$ cat config.mk
export PLATFORM = sky130hd
export DESIGN_NAME = telemetry_frame_builder
export DESIGN_NICKNAME = d
export VERILOG_FILES = /design/src/tfb_pkg.sv /design/src/tfb_front.sv /design/src/tfb_queue.sv /design/src/tfb_back.sv /design/src/telemetry_frame_builder.sv
export SDC_FILE = /design/constraint.sdc
export NUM_CORES = 1
export LEC_CHECK = 0
export BUFFER_PORTS_ARGS = -buffer_cell sky130_fd_sc_hd__buf_2
export CORE_MARGIN = 2
export CORE_UTILIZATION = 35
export DETAILED_ROUTE_END_ITERATION = 10
export SLEW_MARGIN = 0
export SYNTH_ARGS = -nofsm -noshare
export SYNTH_HDL_FRONTEND = slang
export SYNTH_HIERARCHICAL = 1
export SYNTH_SLANG_ARGS = --single-unit
export TNS_END_PERCENT = 20
$ cat constraint.sdc
create_clock -name clk -period 10.4 [get_ports clk]
set_input_delay 0 -clock clk [delete_from_list [all_inputs] [get_ports clk]]
set_output_delay 0 -clock clk [all_outputs]
set_load 0.005 [all_outputs]
$ cat src/tfb_pkg.sv
// Shared types, codes and per-kind frame layout for the telemetry frame builder.
package tfb_pkg;

  typedef enum logic [2:0] {
    KIND_ANGLE   = 3'd0,
    KIND_MAGNET  = 3'd1,
    KIND_INERTIAL = 3'd2,
    KIND_PULSE   = 3'd3,
    KIND_GAINS   = 3'd4,
    KIND_QUAT    = 3'd5
  } kind_t;

  localparam int unsigned NUM_VALUES = 6;
  localparam int unsigned CFG_INDEX_W = 8;

  localparam logic [CFG_INDEX_W-1:0] REG_HEAD_BYTE = 8'd0;
  localparam logic [CFG_INDEX_W-1:0] REG_TARGET_ADDRESS = 8'd1;

  localparam logic [7:0] HEAD_RESET = 8'hAA;
  localparam logic [7:0] TARGET_RESET = 8'hFF;

  localparam logic [7:0] ID_ANGLE = 8'h03;
  localparam logic [7:0] ID_MAGNET = 8'h02;
  localparam logic [7:0] ID_INERTIAL = 8'hF1;
  localparam logic [7:0] ID_PULSE = 8'h20;
  localparam logic [7:0] ID_GAINS = 8'hF2;
  localparam logic [7:0] ID_QUAT = 8'h04;

  localparam logic [7:0] STATUS_BYTE = 8'h01;
  localparam logic [7:0] PAD_BYTE = 8'h00;

  // One classified frame request as it travels from front to back.
  typedef struct packed {
    kind_t                         kind;
    logic [7:0]                    head;
    logic [7:0]                    target;
    logic [NUM_VALUES-1:0][15:0]   values;
  } cmd_t;

  function automatic logic kind_valid(input logic [2:0] code);
    kind_valid = (code <= KIND_QUAT);
  endfunction

  function automatic logic [7:0] kind_id(input kind_t kind);
    case (kind)
      KIND_ANGLE:    kind_id = ID_ANGLE;
      KIND_MAGNET:   kind_id = ID_MAGNET;
      KIND_INERTIAL: kind_id = ID_INERTIAL;
      KIND_PULSE:    kind_id = ID_PULSE;
      KIND_GAINS:    kind_id = ID_GAINS;
      KIND_QUAT:     kind_id = ID_QUAT;
      default:       kind_id = PAD_BYTE;
    endcase
  endfunction

  // Payload length byte: value bytes plus status, padding or zero fill.
  function automatic logic [3:0] kind_len(input kind_t kind);
    case (kind)
      KIND_ANGLE:    kind_len = 4'd7;
      KIND_MAGNET:   kind_len = 4'd14;
      KIND_INERTIAL: kind_len = 4'd13;
      KIND_PULSE:    kind_len = 4'd8;
      KIND_GAINS:    kind_len = 4'd6;
      KIND_QUAT:     kind_len = 4'd9;
      default:       kind_len = 4'd0;
    endcase
  endfunction

  function automatic logic [3:0] kind_value_bytes(input kind_t kind);
    case (kind)
      KIND_ANGLE:    kind_value_bytes = 4'd6;
      KIND_MAGNET:   kind_value_bytes = 4'd6;
      KIND_INERTIAL: kind_value_bytes = 4'd12;
      KIND_PULSE:    kind_value_bytes = 4'd8;
      KIND_GAINS:    kind_value_bytes = 4'd6;
      KIND_QUAT:     kind_value_bytes = 4'd8;
      default:       kind_value_bytes = 4'd0;
    endcase
  endfunction

  // Byte that follows the values: a status flag for angle and inertial, else zero.
  function automatic logic [7:0] kind_fill(input kind_t kind);
    case (kind)
      KIND_ANGLE:    kind_fill = STATUS_BYTE;
      KIND_INERTIAL: kind_fill = STATUS_BYTE;
      default:       kind_fill = PAD_BYTE;
    endcase
  endfunction

endpackage

$ cat src/tfb_front.sv
// Front end: configuration registers, request intake and kind classification.
module tfb_front (
  input  logic                              clk,
  input  logic                              rst,
  input  logic                              cfg_valid,
  output logic                              cfg_ready,
  input  logic [tfb_pkg::CFG_INDEX_W-1:0]   cfg_index,
  input  logic [7:0]                        cfg_data,
  input  logic                              item_valid,
  output logic                              item_ready,
  input  logic [2:0]                        opcode,
  input  logic [tfb_pkg::NUM_VALUES-1:0][15:0] values,
  output logic                              push_valid,
  input  logic                              push_ready,
  output tfb_pkg::cmd_t                     push_cmd
);

  logic [7:0] head;
  logic [7:0] target;

  assign cfg_ready = 1'b1;

  always_ff @(posedge clk) begin
    if (rst) begin
      head   <= tfb_pkg::HEAD_RESET;
      target <= tfb_pkg::TARGET_RESET;
    end else if (cfg_valid) begin
      case (cfg_index)
        tfb_pkg::REG_HEAD_BYTE:      head <= cfg_data;
        tfb_pkg::REG_TARGET_ADDRESS: target <= cfg_data;
        default: ;
      endcase
    end
  end

  // Undefined kinds are taken and dropped without reaching the queue.
  assign item_ready = push_ready;
  assign push_valid = item_valid && tfb_pkg::kind_valid(opcode);

  always_comb begin
    push_cmd.kind   = tfb_pkg::kind_t'(opcode);
    push_cmd.head   = head;
    push_cmd.target = target;
    push_cmd.values = values;
  end

endmodule

$ cat src/tfb_queue.sv
// Short FIFO of classified frame requests between front and back.
module tfb_queue #(
  parameter int unsigned DEPTH = 2
) (
  input  logic          clk,
  input  logic          rst,
  input  logic          push_valid,
  output logic          push_ready,
  input  tfb_pkg::cmd_t push_cmd,
  output logic          pop_valid,
  input  logic          pop_ready,
  output tfb_pkg::cmd_t pop_cmd
);

  localparam int unsigned PTR_W = (DEPTH > 1) ? $clog2(DEPTH) : 1;
  localparam int unsigned CNT_W = $clog2(DEPTH + 1);
  localparam logic [PTR_W-1:0] LAST_PTR = PTR_W'(DEPTH - 1);
  localparam logic [CNT_W-1:0] FULL_COUNT = CNT_W'(DEPTH);

  tfb_pkg::cmd_t entries [DEPTH];
  logic [PTR_W-1:0] wr_ptr;
  logic [PTR_W-1:0] rd_ptr;
  logic [CNT_W-1:0] count;
  logic do_push;
  logic do_pop;

  assign push_ready = (count != FULL_COUNT);
  assign pop_valid  = (count != '0);
  assign pop_cmd    = entries[rd_ptr];
  assign do_push    = push_valid && push_ready;
  assign do_pop     = pop_valid && pop_ready;

  always_ff @(posedge clk) begin
    if (do_push) begin
      entries[wr_ptr] <= push_cmd;
    end
  end

  always_ff @(posedge clk) begin
    if (rst) begin
      wr_ptr <= '0;
      rd_ptr <= '0;
      count  <= '0;
    end else begin
      if (do_push) begin
        wr_ptr <= (wr_ptr == LAST_PTR) ? '0 : wr_ptr + 1'b1;
      end
      if (do_pop) begin
        rd_ptr <= (rd_ptr == LAST_PTR) ? '0 : rd_ptr + 1'b1;
      end
      if (do_push && !do_pop) begin
        count <= count + 1'b1;
      end else if (do_pop && !do_push) begin
        count <= count - 1'b1;
      end
    end
  end

endmodule

$ cat src/tfb_back.sv
// Back end: byte serializer with running dual-sum checksum and output register.
module tfb_back (
  input  logic          clk,
  input  logic          rst,
  input  logic          pop_valid,
  output logic          pop_ready,
  input  tfb_pkg::cmd_t pop_cmd,
  output logic          byte_valid,
  input  logic          byte_ready,
  output logic [7:0]    frame_byte,
  output logic          last_byte
);

  tfb_pkg::cmd_t cmd;
  logic          busy;
  logic [4:0]    idx;
  logic [7:0]    s1;
  logic [7:0]    s2;

  logic [3:0]    len;
  logic [4:0]    total;
  logic [4:0]    pos;
  logic [15:0]   word;
  logic [7:0]    payload;
  logic [7:0]    cur;
  logic          is_sum;
  logic          is_last;
  logic          advance;
  logic          load;

  assign len     = tfb_pkg::kind_len(cmd.kind);
  assign total   = 5'(len) + 5'd6;
  assign pos     = idx - 5'd4;
  assign is_last = (idx == total - 5'd1);
  assign is_sum  = (idx == total - 5'd2) || is_last;
  assign advance = busy && (!byte_valid || byte_ready);
  assign pop_ready = !busy;
  assign load    = pop_valid && pop_ready;

  always_comb begin
    case (pos[3:1])
      3'd0:    word = cmd.values[0];
      3'd1:    word = cmd.values[1];
      3'd2:    word = cmd.values[2];
      3'd3:    word = cmd.values[3];
      3'd4:    word = cmd.values[4];
      3'd5:    word = cmd.values[5];
      default: word = '0;
    endcase
    if (pos[3:0] < tfb_pkg::kind_value_bytes(cmd.kind)) begin
      payload = pos[0] ? word[15:8] : word[7:0];
    end else begin
      payload = tfb_pkg::kind_fill(cmd.kind);
    end

    case (idx)
      5'd0:    cur = cmd.head;
      5'd1:    cur = cmd.target;
      5'd2:    cur = tfb_pkg::kind_id(cmd.kind);
      5'd3:    cur = {4'd0, len};
      default: begin
        if (is_last) begin
          cur = s2;
        end else if (is_sum) begin
          cur = s1;
        end else begin
          cur = payload;
        end
      end
    endcase
  end

  always_ff @(posedge clk) begin
    if (load) begin
      cmd <= pop_cmd;
    end
  end

  always_ff @(posedge clk) begin
    if (rst) begin
      busy       <= 1'b0;
      idx        <= '0;
      byte_valid <= 1'b0;
    end else begin
      if (load) begin
        busy <= 1'b1;
        idx  <= '0;
      end else if (advance) begin
        if (is_last) begin
          busy <= 1'b0;
        end else begin
          idx <= idx + 1'b1;
        end
      end
      if (advance) begin
        byte_valid <= 1'b1;
      end else if (byte_ready) begin
        byte_valid <= 1'b0;
      end
    end
  end

  // Checksums accumulate over every byte ahead of them; hold them over the sum bytes.
  always_ff @(posedge clk) begin
    if (load) begin
      s1 <= '0;
      s2 <= '0;
    end else if (advance && !is_sum) begin
      s1 <= s1 + cur;
      s2 <= s2 + s1 + cur;
    end
  end

  always_ff @(posedge clk) begin
    if (advance) begin
      frame_byte <= cur;
      last_byte  <= is_last;
    end
  end

endmodule

$ cat src/telemetry_frame_builder.sv
// Telemetry frame builder: one frame request in, one byte-serial frame out, ending
// in a mod-256 byte sum and a mod-256 sum of running sums. Each frame of 12 to 20
// bytes, set by the kind, is loaded from the queue into the serializer, then sent
// one byte per cycle, unless byte_ready stalls, from the output register, the
// bottleneck. Requests with an undefined kind are taken and dropped. The request
// queue holds QUEUE_DEPTH frames, so intake runs ahead of transmission.
module telemetry_frame_builder #(
  parameter int unsigned QUEUE_DEPTH = 2
) (
  input  logic                             clk,
  input  logic                             rst,
  input  logic                             cfg_valid,
  output logic                             cfg_ready,
  input  logic [tfb_pkg::CFG_INDEX_W-1:0]  cfg_index,
  input  logic [7:0]                       cfg_data,
  input  logic                             item_valid,
  output logic                             item_ready,
  input  logic [2:0]                       opcode,
  input  logic signed [15:0]               value_a,
  input  logic signed [15:0]               value_b,
  input  logic signed [15:0]               value_c,
  input  logic signed [15:0]               value_d,
  input  logic signed [15:0]               value_e,
  input  logic signed [15:0]               value_f,
  output logic                             byte_valid,
  input  logic                             byte_ready,
  output logic [7:0]                       frame_byte,
  output logic                             last_byte
);

  logic [tfb_pkg::NUM_VALUES-1:0][15:0] values;
  logic          push_valid;
  logic          push_ready;
  tfb_pkg::cmd_t push_cmd;
  logic          pop_valid;
  logic          pop_ready;
  tfb_pkg::cmd_t pop_cmd;

  assign values = {value_f, value_e, value_d, value_c, value_b, value_a};

  tfb_front u_front (
    .clk        (clk),
    .rst        (rst),
    .cfg_valid  (cfg_valid),
    .cfg_ready  (cfg_ready),
    .cfg_index  (cfg_index),
    .cfg_data   (cfg_data),
    .item_valid (item_valid),
    .item_ready (item_ready),
    .opcode     (opcode),
    .values     (values),
    .push_valid (push_valid),
    .push_ready (push_ready),
    .push_cmd   (push_cmd)
  );

  tfb_queue #(
    .DEPTH (QUEUE_DEPTH)
  ) u_queue (
    .clk        (clk),
    .rst        (rst),
    .push_valid (push_valid),
    .push_ready (push_ready),
    .push_cmd   (push_cmd),
    .pop_valid  (pop_valid),
    .pop_ready  (pop_ready),
    .pop_cmd    (pop_cmd)
  );

  tfb_back u_back (
    .clk        (clk),
    .rst        (rst),
    .pop_valid  (pop_valid),
    .pop_ready  (pop_ready),
    .pop_cmd    (pop_cmd),
    .byte_valid (byte_valid),
    .byte_ready (byte_ready),
    .frame_byte (frame_byte),
    .last_byte  (last_byte)
  );

endmodule

==> impl_metrics.yaml <==
outcome:
  outcome: "completed"
place:
  gp_congestion: 0.840
  dp_hpwl_um: 23700
  port_buffers: 130
  dpl_worst_slack_ps: 4560
timing:
  worst_pin_slew_ps: 1040
  skew_ps: 39.7
  layout_setup_ws_ps: 4470
  slew_headroom_pct: 30.3
  finalSetupTns_ps: 0
  hold_slack_ps: 36.9
  rsz0062_at_grt: "no"
  max_freq_ghz: 0.169
  fin_crit_sh_pct: 57.1
  period_minus_slack_ps: 5930
  slew_viol_final: 0
  setup_viol: 0
  hold_violations: 0
critical_path:
  r2r_cells: 21
  reg2reg_slack_ps: 4470
  cpMostUsedCell: "a21oi_1"
  end_kind: "flop"
  path_buf_inv: 2
  slowest_stage: "a2111oi_0"
  worstPathMaxFanout: 14
  max_stage_delay_ps: 640
  path_class: "flop to flop"
  reg2reg_from: "u_back/cmd[112]$_DFFE_PP_"
  crit_family: "compound AO/OA/AOI/OAI gates"
  crit_cells: 21
  required_ps: 10880
  arrival_ps: 6410
  crit_chain: "a21oi_1 -> inv_1 -> ha_1 -> nor2b_1 -> o41ai_1 -> xor2_1 -> nor4_2 -> buf_4 -> nor4_1 -> a211oi_1 -> a21oi_1 -> a22o_1 -> ha_1 -> a21o_1 -> a21oi_1 -> o21bai_1 -> a2111oi_0 -> o21ai_0 -> nor4b_1 -> a2111oi_4 -> o31ai_2"
  r2r_end: "u_back/s1[7]$_SDFFE_PP0P_"
  critPathLaunchType: "flop"
synth:
  yosysTopAreaCellShare_pct: 60.9
  synthCells: 1137
  synthTopCellsByCount: "edfxtp_1, buf_4, mux2_2, nor2_1, mux2_4"
  async_reset_ff_share_pct: 0
  synthFlopType: "edfxtp_1"
  synth_area_leader_cell: "edfxtp_1"
  ys_ff_latch: 398
  netlist_area_um2: 17500
  ys_top_cells_by_area: "edfxtp_1, dfxtp_1, mux2_2, buf_4, mux2_4"
  syn_avg_cell_area_um2: 15.3
  synth.most_common_cell: "edfxtp_1"
  yosysSeqAreaShare_pct: 66.0
  synth_enable_flop_cells: 354
  yosys_warnings: 6
  synth_cell_types: 79
  synthesis.nets: 1292
routing:
  routedWlPerCell_um: 18.9
  drt_iter0_drc: 752
  drt-pass1-iter-count: 5
  ant_nets: 0
  drc: 0
  wl_um: 37700
  vias: 9485
  viasPerCell: 4.74
clock_network:
  clk_pin_slew_worst_paths_ps: 60
  clock_latency_ps: 580
  cts_resized: 0
  clkSinkCount: 398
  tritoncts: "yes"
  cts_max_path_buffers: 3
  htree_levels: 2
  cts_buffers: 43
  cts-root-buf: "clkbuf_16"
cells_and_area:
  final_nets: 1456
  multi_input_area_um2: 4760
  drive_gt1_share_pct: 26.7
  diodes: 0
  area.growth.synth_to_final_pct: 18.5
  regArea_um2: 11500
  fillCellCount: 4463
floorplanning:
  fp.dieW_um: 227
  die_y_um: 227
  rows: 81
  core_um2: 49100
  dieArea_um2: 51700
  io-pin-count: 132
  initial_utilization_pct: 35.6
worst_hold_path:
  hold_class: "input port to flop"
  hp-start: "item_valid"
  holdPathStages: 4
  hold_end: "u_queue/wr_ptr$_SDFFE_PP0P_"
global_routing:
  grt_pass1_wl_um: 56900
  grt_max_degree: 75
  overflow: 0
  grt_pass1_vias: 9507
  grt.total_usage_pct: 14.7
  grt_antenna_before_repair: 0
pwr:
  total_power_mw: 5.46
  power.ir.vdd_worst_uv: 146
  p_per_area_nw_per_um2: 264
  leakage_nw: 7.19
run:
  drv_cap: 0
## final cells by class
cell class                 count  area share (%)
clock buffer                  50            5.38
clock inverter                29            1.53
inverter                      42           0.774
multi-input combinational    550            23.0
sequential                   398            55.7
tap                          664            4.02
timing repair buffer         266            9.58
## state kept, by name, summed over array words and instances, names as in the netlist, 2 cells and up, named ones only
signal,flops
u_back/idx,5
u_back/s1,8
u_back/frame_byte,8
u_back/cmd,115
u_back/s2,8
u_front/head,8
u_front/target,8
u_queue/count,2
u_queue/entries,230
## report_power, final
part | internal (mW) | switching (mW)
registers | 2.15 | 0.154
logic | 0.684 | 0.922
clock network | 0.920 | 0.631
## worst reg2reg max path, cell delays in order (launching register included)
cell and delay, ps:
edfxtp_1 560, a21oi_1 490, inv_1 90, ha_1 360
nor2b_1 150, o41ai_1 380, xor2_1 130, nor4_2 280
buf_4 270, nor4_1 100, a211oi_1 230, a21oi_1 90
a22o_1 230, ha_1 290, a21o_1 190, a21oi_1 240
o21bai_1 130, a2111oi_0 640, o21ai_0 260, nor4b_1 510
a2111oi_4 90, o31ai_2 100
## cells by family (layout without fill, tap and decap cells)
| logic type | Yosys count | in the layout | share of synthesized area (%) |
|---|---|---|---|
| DFF | 398 | 398 | 66.0 |
| buffers and inverters | 189 | 387 | 6.82 |
| muxes | 165 | 165 | 11.5 |
| AOI/OAI and AO/OA | 164 | 164 | 6.78 |
| and+or+nand+nor | 162 | 162 | 4.83 |
| adders and majority gates | 37 | 37 | 3.01 |
| xor gates and xnor gates | 21 | 21 | 1.05 |
| other | 1 | 1 | 0.0215 |
## cell usage in the layout, fill, tap and decap left out, drive strengths merged, types with 3 or more instances in the layout
| master | n |
|---|---|
| edfxtp | 354 |
| buf | 142 |
| mux2 | 127 |
| dlygate4sd3 | 124 |
| nor2 | 58 |
| clkbuf | 50 |
| dfxtp | 44 |
| inv | 44 |
| mux2i | 37 |
| a21oi | 36 |
| o21ai | 32 |
| ha | 26 |
| nand2 | 23 |
| clkinv | 20 |
| a211oi | 17 |
| nor2b | 15 |
| a22oi | 13 |
| nor3 | 13 |
| xnor2 | 12 |
| a221oi | 11 |
| nand3 | 10 |
| xor2 | 9 |
| fa | 9 |
| a21o | 8 |
| nand2b | 8 |
| a22o | 7 |
| bufinv | 6 |
| nand4 | 6 |
| or3 | 6 |
| o31ai | 6 |
| a222oi | 5 |
| nor4 | 5 |
| o22ai | 4 |
| o2bb2ai | 4 |
| and2 | 4 |
| o22a | 3 |
| a21boi | 3 |
## timing repair
item / 4_1_cts / 5_1_grt
hold buffers: 124 / 0
setup endpoints to repair: 0 / 0
endpoints found under the hold margin: 219 / 0
buffers inserted: 0 / 0
## worst max-delay path by stage
stage / slack (ps) / from / to
final: 4470 / u_back/cmd[112]$_DFFE_PP_ / u_back/s1[7]$_SDFFE_PP0P_
after global routing: 3950 / u_back/cmd[112]$_DFFE_PP_ / u_back/s1[7]$_SDFFE_PP0P_
after global placement: 4670 / u_back/cmd[112]$_DFFE_PP_ / u_back/s2[7]$_SDFFE_PP0P_
after floorplan: 4940 / u_back/cmd[112]$_DFFE_PP_ / u_back/s2[7]$_SDFFE_PP0P_
after CTS: 4530 / u_back/cmd[112]$_DFFE_PP_ / u_back/s1[7]$_SDFFE_PP0P_
after detailed placement: 4560 / u_back/cmd[112]$_DFFE_PP_ / u_back/s1[7]$_SDFFE_PP0P_
## per-layer routing
layer	GRT usage (%)	up-vias	routed length (um)
met1	19.7	4695	16700
met5	0	-	0
met4	4.32	0	864
li1	-	4510	-
met3	2.63	52	1670
met2	24.6	228	18500
## per-stage QoR
step,utilization (%),instance area (um^2),cells
finish,42.2,20700,1999
detailed placement,36.7,18000,1796
CTS,42.2,20700,1999
floorplan,-,17500,1137
global placement,36.7,18000,1796
global route,42.2,20700,1999
No activity file was read; power rests on OpenSTA's default activity.
